## config.mk

```make
export PLATFORM = sky130hd
export DESIGN_NAME = integer_to_roman_numeral_core
export DESIGN_NICKNAME = d
export VERILOG_FILES = /design/src/itr_pkg.sv /design/src/itr_datapath.sv /design/src/integer_to_roman_numeral_core.sv
export SDC_FILE = /design/constraint.sdc
export NUM_CORES = 1
export LEC_CHECK = 0
export BUFFER_PORTS_ARGS = -buffer_cell sky130_fd_sc_hd__buf_2
export CAP_MARGIN = 10
export CELL_PAD_IN_SITES_DETAIL_PLACEMENT = 0
export CELL_PAD_IN_SITES_GLOBAL_PLACEMENT = 1
export CORE_ASPECT_RATIO = 1.4
export CORE_UTILIZATION = 41
export CTS_CLUSTER_SIZE = 30
export DETAILED_ROUTE_END_ITERATION = 12
export PLACE_DENSITY_LB_ADDON = 0.1
export SYNTH_ARGS = -nofsm -noshare
export SYNTH_HDL_FRONTEND = slang
export SYNTH_SLANG_ARGS = --single-unit
```

## constraint.sdc

```tcl
create_clock -name clk -period 4 [get_ports clk]
set_clock_uncertainty 0.1 [all_clocks]
set_input_delay 0.4 -clock clk [delete_from_list [all_inputs] [get_ports clk]]
set_output_delay 0.4 -clock clk [all_outputs]
set_load 0.005 [all_outputs]
```

## src/itr_pkg.sv

```systemverilog
// shared types, symbol codes and the microcode table for the roman numeral converter
package itr_pkg;

  // ascii codes of the numeral characters
  localparam int SYM_W = 7;
  localparam logic [SYM_W-1:0] SYM_I = 7'h49;
  localparam logic [SYM_W-1:0] SYM_V = 7'h56;
  localparam logic [SYM_W-1:0] SYM_X = 7'h58;
  localparam logic [SYM_W-1:0] SYM_L = 7'h4C;
  localparam logic [SYM_W-1:0] SYM_C = 7'h43;
  localparam logic [SYM_W-1:0] SYM_D = 7'h44;
  localparam logic [SYM_W-1:0] SYM_M = 7'h4D;

  localparam int VAL_W     = 12;
  localparam int NUM_STEPS = 19;
  localparam int PC_W      = $clog2(NUM_STEPS + 1);

  // step operations
  typedef enum logic [1:0] {
    OP_REPEAT,  // emit and subtract while the remainder covers the weight
    OP_PAIR,    // first char of a subtractive pair, skip the pair if not covered
    OP_SECOND,  // second char of a pair, subtract the pair weight
    OP_STOP     // end of program
  } op_t;

  typedef struct packed {
    op_t              op;
    logic [VAL_W-1:0] k;
    logic [SYM_W-1:0] sym;
  } ctrl_word_t;

  // datapath control and status
  typedef struct packed {
    logic             load;
    logic [VAL_W-1:0] load_value;
    logic             sub;
    logic [VAL_W-1:0] k;
  } dp_ctrl_t;

  typedef struct packed {
    logic ge;
    logic zero_after;
  } dp_stat_t;

  // microcode rom, greedy walk over the numeral weights
  function automatic ctrl_word_t ucode(input logic [PC_W-1:0] pc);
    ctrl_word_t w;
    case (pc)
      PC_W'(0):  w = '{op: OP_REPEAT, k: VAL_W'(1000), sym: SYM_M};
      PC_W'(1):  w = '{op: OP_PAIR,   k: VAL_W'(900),  sym: SYM_C};
      PC_W'(2):  w = '{op: OP_SECOND, k: VAL_W'(900),  sym: SYM_M};
      PC_W'(3):  w = '{op: OP_REPEAT, k: VAL_W'(500),  sym: SYM_D};
      PC_W'(4):  w = '{op: OP_PAIR,   k: VAL_W'(400),  sym: SYM_C};
      PC_W'(5):  w = '{op: OP_SECOND, k: VAL_W'(400),  sym: SYM_D};
      PC_W'(6):  w = '{op: OP_REPEAT, k: VAL_W'(100),  sym: SYM_C};
      PC_W'(7):  w = '{op: OP_PAIR,   k: VAL_W'(90),   sym: SYM_X};
      PC_W'(8):  w = '{op: OP_SECOND, k: VAL_W'(90),   sym: SYM_C};
      PC_W'(9):  w = '{op: OP_REPEAT, k: VAL_W'(50),   sym: SYM_L};
      PC_W'(10): w = '{op: OP_PAIR,   k: VAL_W'(40),   sym: SYM_X};
      PC_W'(11): w = '{op: OP_SECOND, k: VAL_W'(40),   sym: SYM_L};
      PC_W'(12): w = '{op: OP_REPEAT, k: VAL_W'(10),   sym: SYM_X};
      PC_W'(13): w = '{op: OP_PAIR,   k: VAL_W'(9),    sym: SYM_I};
      PC_W'(14): w = '{op: OP_SECOND, k: VAL_W'(9),    sym: SYM_X};
      PC_W'(15): w = '{op: OP_REPEAT, k: VAL_W'(5),    sym: SYM_V};
      PC_W'(16): w = '{op: OP_PAIR,   k: VAL_W'(4),    sym: SYM_I};
      PC_W'(17): w = '{op: OP_SECOND, k: VAL_W'(4),    sym: SYM_V};
      PC_W'(18): w = '{op: OP_REPEAT, k: VAL_W'(1),    sym: SYM_I};
      default:   w = '{op: OP_STOP,   k: '0,           sym: SYM_I};
    endcase
    return w;
  endfunction

endpackage

```

## src/itr_datapath.sv

```systemverilog
// remainder register with compare and subtract against the step weight
module itr_datapath
  import itr_pkg::*;
(
  input  logic     clk,
  input  dp_ctrl_t ctrl,
  output dp_stat_t stat
);

  logic [VAL_W-1:0] rem;
  logic [VAL_W-1:0] diff;

  // compare and subtract
  assign diff            = rem - ctrl.k;
  assign stat.ge         = (rem >= ctrl.k);
  assign stat.zero_after = (diff == '0);

  // remainder update
  always_ff @(posedge clk) begin
    if (ctrl.load) begin
      rem <= ctrl.load_value;
    end else if (ctrl.sub) begin
      rem <= diff;
    end
  end

endmodule

```

## src/integer_to_roman_numeral_core.sv

```systemverilog
// Integer to roman numeral converter, top level.
//
// Input channel s_*: one item carries a 12-bit binary value in s_tdata[11:0].
// Output channel m_*: one item per numeral character, ascii code in
// m_tdata[6:0], m_tlast high on the final character of the numeral.
// A value of zero is taken and produces no output items.
//
// A microcode sequencer walks a 19-step table of weights (1000, 900 ... 1).
// Each cycle it tests one weight against the remainder: a match emits one
// character into the output register once that register is free, a miss
// moves to the next step. An item is therefore loaded, then needs one test
// per character and one per missed step (3888: 15 characters, 12 missed
// steps), all on the single compare-subtract unit.
// For values of 1000 and up the first tested step already emits the first
// character; smaller values first pass over their missed steps. One item
// is converted at a time; s_tready rises again as soon as
// the last character sits in the output register, so the next item can be
// taken while that character still waits.
// A stall on m_tready holds the output register and freezes the sequencer
// at the next emitting step. Reset (rst, synchronous) empties the output
// register and returns the sequencer to idle.
module integer_to_roman_numeral_core
  import itr_pkg::*;
(
  input  logic        clk,
  input  logic        rst,
  input  logic        s_tvalid,
  output logic        s_tready,
  input  logic [15:0] s_tdata,  // [11:0] value
  output logic        m_tvalid,
  input  logic        m_tready,
  output logic [7:0]  m_tdata,  // [6:0] symbol
  output logic        m_tlast   // last
);

  logic [PC_W-1:0]  pc, pc_next;
  logic             busy, busy_next;
  ctrl_word_t       word;
  dp_ctrl_t         dp_ctrl;
  dp_stat_t         dp_stat;
  logic             emit_ok;
  logic             load_out;
  logic [SYM_W-1:0] out_sym;
  logic             out_last;
  logic             accept;

  itr_datapath u_datapath (
    .clk  (clk),
    .ctrl (dp_ctrl),
    .stat (dp_stat)
  );

  assign word     = ucode(pc);
  assign s_tready = !busy;
  assign accept   = s_tvalid && s_tready;
  assign emit_ok  = !m_tvalid || m_tready;

  // sequencer next state and datapath control
  always_comb begin
    pc_next            = pc;
    busy_next          = busy;
    load_out           = 1'b0;
    out_sym            = word.sym;
    out_last           = 1'b0;
    dp_ctrl.load       = 1'b0;
    dp_ctrl.load_value = s_tdata[VAL_W-1:0];
    dp_ctrl.sub        = 1'b0;
    dp_ctrl.k          = word.k;
    if (busy) begin
      unique case (word.op)
        OP_REPEAT: begin
          if (dp_stat.ge) begin
            if (emit_ok) begin
              load_out    = 1'b1;
              out_last    = dp_stat.zero_after;
              dp_ctrl.sub = 1'b1;
              busy_next   = !dp_stat.zero_after;
            end
          end else begin
            pc_next = pc + PC_W'(1);
          end
        end
        OP_PAIR: begin
          if (dp_stat.ge) begin
            if (emit_ok) begin
              load_out = 1'b1;
              pc_next  = pc + PC_W'(1);
            end
          end else begin
            pc_next = pc + PC_W'(2);
          end
        end
        OP_SECOND: begin
          if (emit_ok) begin
            load_out    = 1'b1;
            out_last    = dp_stat.zero_after;
            dp_ctrl.sub = 1'b1;
            busy_next   = !dp_stat.zero_after;
            pc_next     = pc + PC_W'(1);
          end
        end
        OP_STOP: begin
          busy_next = 1'b0;
        end
      endcase
    end else if (accept) begin
      dp_ctrl.load = 1'b1;
      pc_next      = '0;
      busy_next    = (s_tdata[VAL_W-1:0] != '0);
    end
  end

  // sequencer registers
  always_ff @(posedge clk) begin
    if (rst) begin
      busy <= 1'b0;
      pc   <= '0;
    end else begin
      busy <= busy_next;
      pc   <= pc_next;
    end
  end

  // output register, valid flag
  always_ff @(posedge clk) begin
    if (rst) begin
      m_tvalid <= 1'b0;
    end else if (load_out) begin
      m_tvalid <= 1'b1;
    end else if (m_tready) begin
      m_tvalid <= 1'b0;
    end
  end

  // output register, payload
  always_ff @(posedge clk) begin
    if (load_out) begin
      m_tdata <= {1'b0, out_sym};
      m_tlast <= out_last;
    end
  end

  // sequencer never runs past the table while converting
  a_pc_range: assert property (@(posedge clk) disable iff (rst)
    busy |-> (pc < PC_W'(NUM_STEPS)))
    else $error("sequencer step out of range");

  // a nonzero value starts a conversion
  a_start: assert property (@(posedge clk) disable iff (rst)
    (accept && (s_tdata[VAL_W-1:0] != '0)) |=> busy)
    else $error("conversion did not start");

  // the end of a conversion leaves the final character in the output register
  a_end_last: assert property (@(posedge clk) disable iff (rst)
    (!busy && $past(busy) && !$past(rst)) |-> (m_tvalid && m_tlast))
    else $error("conversion ended without a final character");

  // only numeral letters reach the output
  a_symbol: assert property (@(posedge clk) disable iff (rst)
    m_tvalid |-> (m_tdata[6:0] == SYM_I || m_tdata[6:0] == SYM_V ||
                  m_tdata[6:0] == SYM_X || m_tdata[6:0] == SYM_L ||
                  m_tdata[6:0] == SYM_C || m_tdata[6:0] == SYM_D ||
                  m_tdata[6:0] == SYM_M))
    else $error("output symbol is not a numeral letter");

endmodule

```

==> flow_summary.json <==
{
  "crit_path_top_delay_cell": "a2111o_1",
  "die_y_um": 105,
  "crit_chain": "inv_1 > ha_1 > fa_2 > nand2b_1 > a21o_1 > a2111o_1 > a21oi_2 > o211ai_1 > a32oi_2 > nor2_4 > ha_1 > or4_1 > and3_1",
  "criticalPathCategory": "reg -> reg",
  "synth_top_flop_cell": "dfxtp_1",
  "cp_max_fo": 6,
  "grt_start_max_net_pins": 22,
  "final_area_sq_um": 3500,
  "synth-edff-count": 18,
  "post-place-cells": 465,
  "fin_nets": 422,
  "combinationalPowerShare": 0.562,
  "wl_um": 8370,
  "grt_pass1_vias": 2538,
  "powerDensity_nw_per_um2": 735,
  "sw_frac_of_total": 0.443,
  "rows": 37,
  "hold_depth": 3,
  "crit_buf_inv": 1,
  "cp_common_cell": "ha_1",
  "wire_per_inst_um": 17.6,
  "routed-wl-met2_um": 4340,
  "numCtsBuffers": 5,
  "cts_sinks": 41,
  "crit_arrival_ns": 4.00,
  "diodes": 0,
  "yosysUniqueCellTypes": 69,
  "crit_cells": 13,
  "crit_family": "compound AO/OA/AOI/OAI gates",
  "drive_gt1_frac": 0.190,
  "syn_inst": 353,
  "r2r-end": "word[19]$_DFF_P_",
  "min_to": "u_datapath.rem[6]$_DFFE_PP_",
  "clockPowerShare": 0.160,
  "clock.fmax_mhz": 256,
  "slew_violations": 0,
  "p_switching_mw": 1.14,
  "cp.required_ns": 4.10,
  "regToRegStartpoint": "u_datapath.rem[0]$_DFFE_PP_",
  "cts-root-buf": "clkbuf_8",
  "async_flop_share": 0,
  "finalCriticalPeriod_ns": 3.90,
  "tightest_slew_ns": 1.13,
  "critPathCaptureType": "register",
  "via_count": 2677,
  "die-area_sq_um": 7930,
  "pin_count": 31,
  "grt_usage": 0.219,
  "hold_viol": 0,
  "clk_pin_slew_ns": 0.09,
  "drv_cap": 0,
  "cpPeakStageDelay_ns": 0.55,
  "yosys_register_bits": 41,
  "antenna_found_initial": 0,
  "power_frac_seq": 0.279,
  "drt_iter0_drc": 97,
  "internal_power_mw": 1.43,
  "cts_tree": "built",
  "critPathLaunchType": "register",
  "vdd.ir_drop.worst_mv": 0.265,
  "synth_area_per_cell_sq_um": 8.79,
  "clock_latency_ns": 0.30,
  "gr-total-overflow": 0,
  "top_layer_used": "met4",
  "wl_met1_um": 3600,
  "drc_errors": 0,
  "fp.coreArea_sq_um": 7360,
  "area_delta_synth_final_pct": 12.8,
  "die_w_um": 75.5,
  "syn_area_sq_um": 3100,
  "dr.pass1.iters": 4,
  "dp_hpwl_um": 6350,
  "cts.path.max_buffers": 2,
  "gp_congestion": 0.899,
  "cts.htree.levels": 2,
  "yosysWarnings": 0,
  "fillerInstances": 732,
  "leakage_nw": 1.42,
  "final_cells": 476,
  "reg2reg_depth": 13,
  "placed_area_sq_um": 3300,
  "status": "finished clean",
  "routed_via_density": 5.62,
  "grt_pass1_wl_um": 12900,
  "min_from": "s_tdata[6]",
  "min_path_type": "in -> reg",
  "reg2reg_slack_ns": 0.1,
  "period_share": 0.976,
  "final_core_util": 0.475,
  "finalSetupViolations": 0,
  "initial_core_util": 0.422,
  "port_buffers": 23,
  "wl_met3_um": 226,
  "maxSlewHeadroom": 0.247,
  "ys_seq_area_frac": 0.323,
  "ant_nets": 0,
  "total_power_mw": 2.57
}
power groups by stage:
stage | registers (mW) | logic [mW] | clock network, mW
2_1_floorplan | 0.694 | 1.03 | 0
3_3_place_gp | 0.720 | 1.36 | 0
3_5_place_dp | 0.727 | 1.36 | 0
4_1_cts | 0.717 | 1.37 | 0.422
5_1_grt | 0.728 | 1.59 | 0.441
6_report | 0.717 | 1.45 | 0.411
cells in the mapped netlist, types with 3 or more instances:
master | n | area share
nand2b_1 | 3 | 0.0060
nand4_1 | 4 | 0.0081
inv_1 | 24 | 0.029
nand3_1 | 15 | 0.024
nand2_1 | 31 | 0.037
a32oi_1 | 3 | 0.0085
o21ai_0 | 25 | 0.040
xor2_1 | 6 | 0.017
nor2_1 | 18 | 0.022
clkbuf_1 | 11 | 0.013
o211ai_1 | 6 | 0.015
nor4_1 | 6 | 0.012
mux2i_1 | 4 | 0.013
a31oi_1 | 5 | 0.010
buf_6 | 4 | 0.015
o22ai_1 | 4 | 0.0081
o31ai_1 | 4 | 0.0097
nor3_1 | 13 | 0.021
a21oi_1 | 24 | 0.039
nor2b_1 | 4 | 0.0081
edfxtp_1 | 18 | 0.17
a21o_1 | 3 | 0.0073
buf_4 | 3 | 0.0073
o21a_1 | 12 | 0.029
a211oi_1 | 4 | 0.0097
xnor2_1 | 9 | 0.025
ha_1 | 23 | 0.093
dfxtp_1 | 23 | 0.15
per-layer routing:
metal  track usage  up-vias
met3        0.0328       14
met1         0.263     1267
met5             0        -
met2         0.390       51
met4        0.0661        0
li1              -     1345
final cells by class:
| class | count | area (sq um) | share of cell area |
|---|---|---|---|
| clock buffer | 5 | 68.8 | 0.0197 |
| clock inverter | 3 | 68.8 | 0.0197 |
| inverter | 27 | 104 | 0.0297 |
| multi-input combinational | 268 | 1930 | 0.552 |
| sequential | 41 | 1000 | 0.286 |
| tap | 97 | 121 | 0.0347 |
| timing repair buffer | 35 | 205 | 0.0586 |
state kept, by name, summed over array words and instances (netlist names):
signal	count
busy	1
m_tdata	5
m_tlast	1
m_tvalid	1
pc	5
u_datapath.rem	12
word	16
worst max path at each step:
stage,start,to
floorplan,u_datapath.rem[0]$_DFFE_PP_,word[19]$_DFF_P_
global placement,u_datapath.rem[0]$_DFFE_PP_,word[19]$_DFF_P_
detailed placement,u_datapath.rem[0]$_DFFE_PP_,word[19]$_DFF_P_
CTS,u_datapath.rem[0]$_DFFE_PP_,word[19]$_DFF_P_
global route,u_datapath.rem[0]$_DFFE_PP_,word[19]$_DFF_P_
finish,u_datapath.rem[0]$_DFFE_PP_,word[19]$_DFF_P_
tightest hold or removal path: stages:
cell and delay [ns]:
buf_2 0.09, nand2_1 0.04, nand2_1 0.04
layout by cell type, fill, tap and decap left out, types with 5 or more instances in the layout:
master,Yosys,routed
nand2_1,31,31
o21ai_0,25,24
inv_1,24,23
dfxtp_1,23,23
buf_2,0,23
a21oi_1,24,22
ha_1,23,22
edfxtp_1,18,18
nor2_1,18,17
nand3_1,15,15
nor3_1,13,13
o21a_1,12,12
buf_4,3,12
xnor2_1,9,9
o211ai_1,6,6
xor2_1,6,6
a31oi_1,5,5
nor4_1,6,5
clkbuf_8,0,5
stage by stage:
step           hold WS, ns  setup slack, ns  setup TNS, ns
2_1_floorplan        0.286            0.156              0
3_3_place_gp         0.287           0.0937              0
3_5_place_dp         0.293           0.0392              0
4_1_cts              0.267          0.00479              0
5_1_grt              0.268          -0.0339        -0.0345
6_report             0.272           0.0962              0
timing repair:
item	in CTS	in global routing
resized for setup	0	11
hold buffers	0	0
setup buffers	0	3
endpoints found under the setup margin	0	11
cells by family after synthesis:
| group | synth area share |
|---|---|
| compound gates | 0.264 |
| simple gates | 0.183 |
| buf+inv | 0.0685 |
| flops | 0.323 |
| fa+ha+maj | 0.0992 |
| xor+xnor | 0.0476 |
| mux | 0.0129 |
| other cells | 0.00242 |
(Power assumes the default switching activity.)
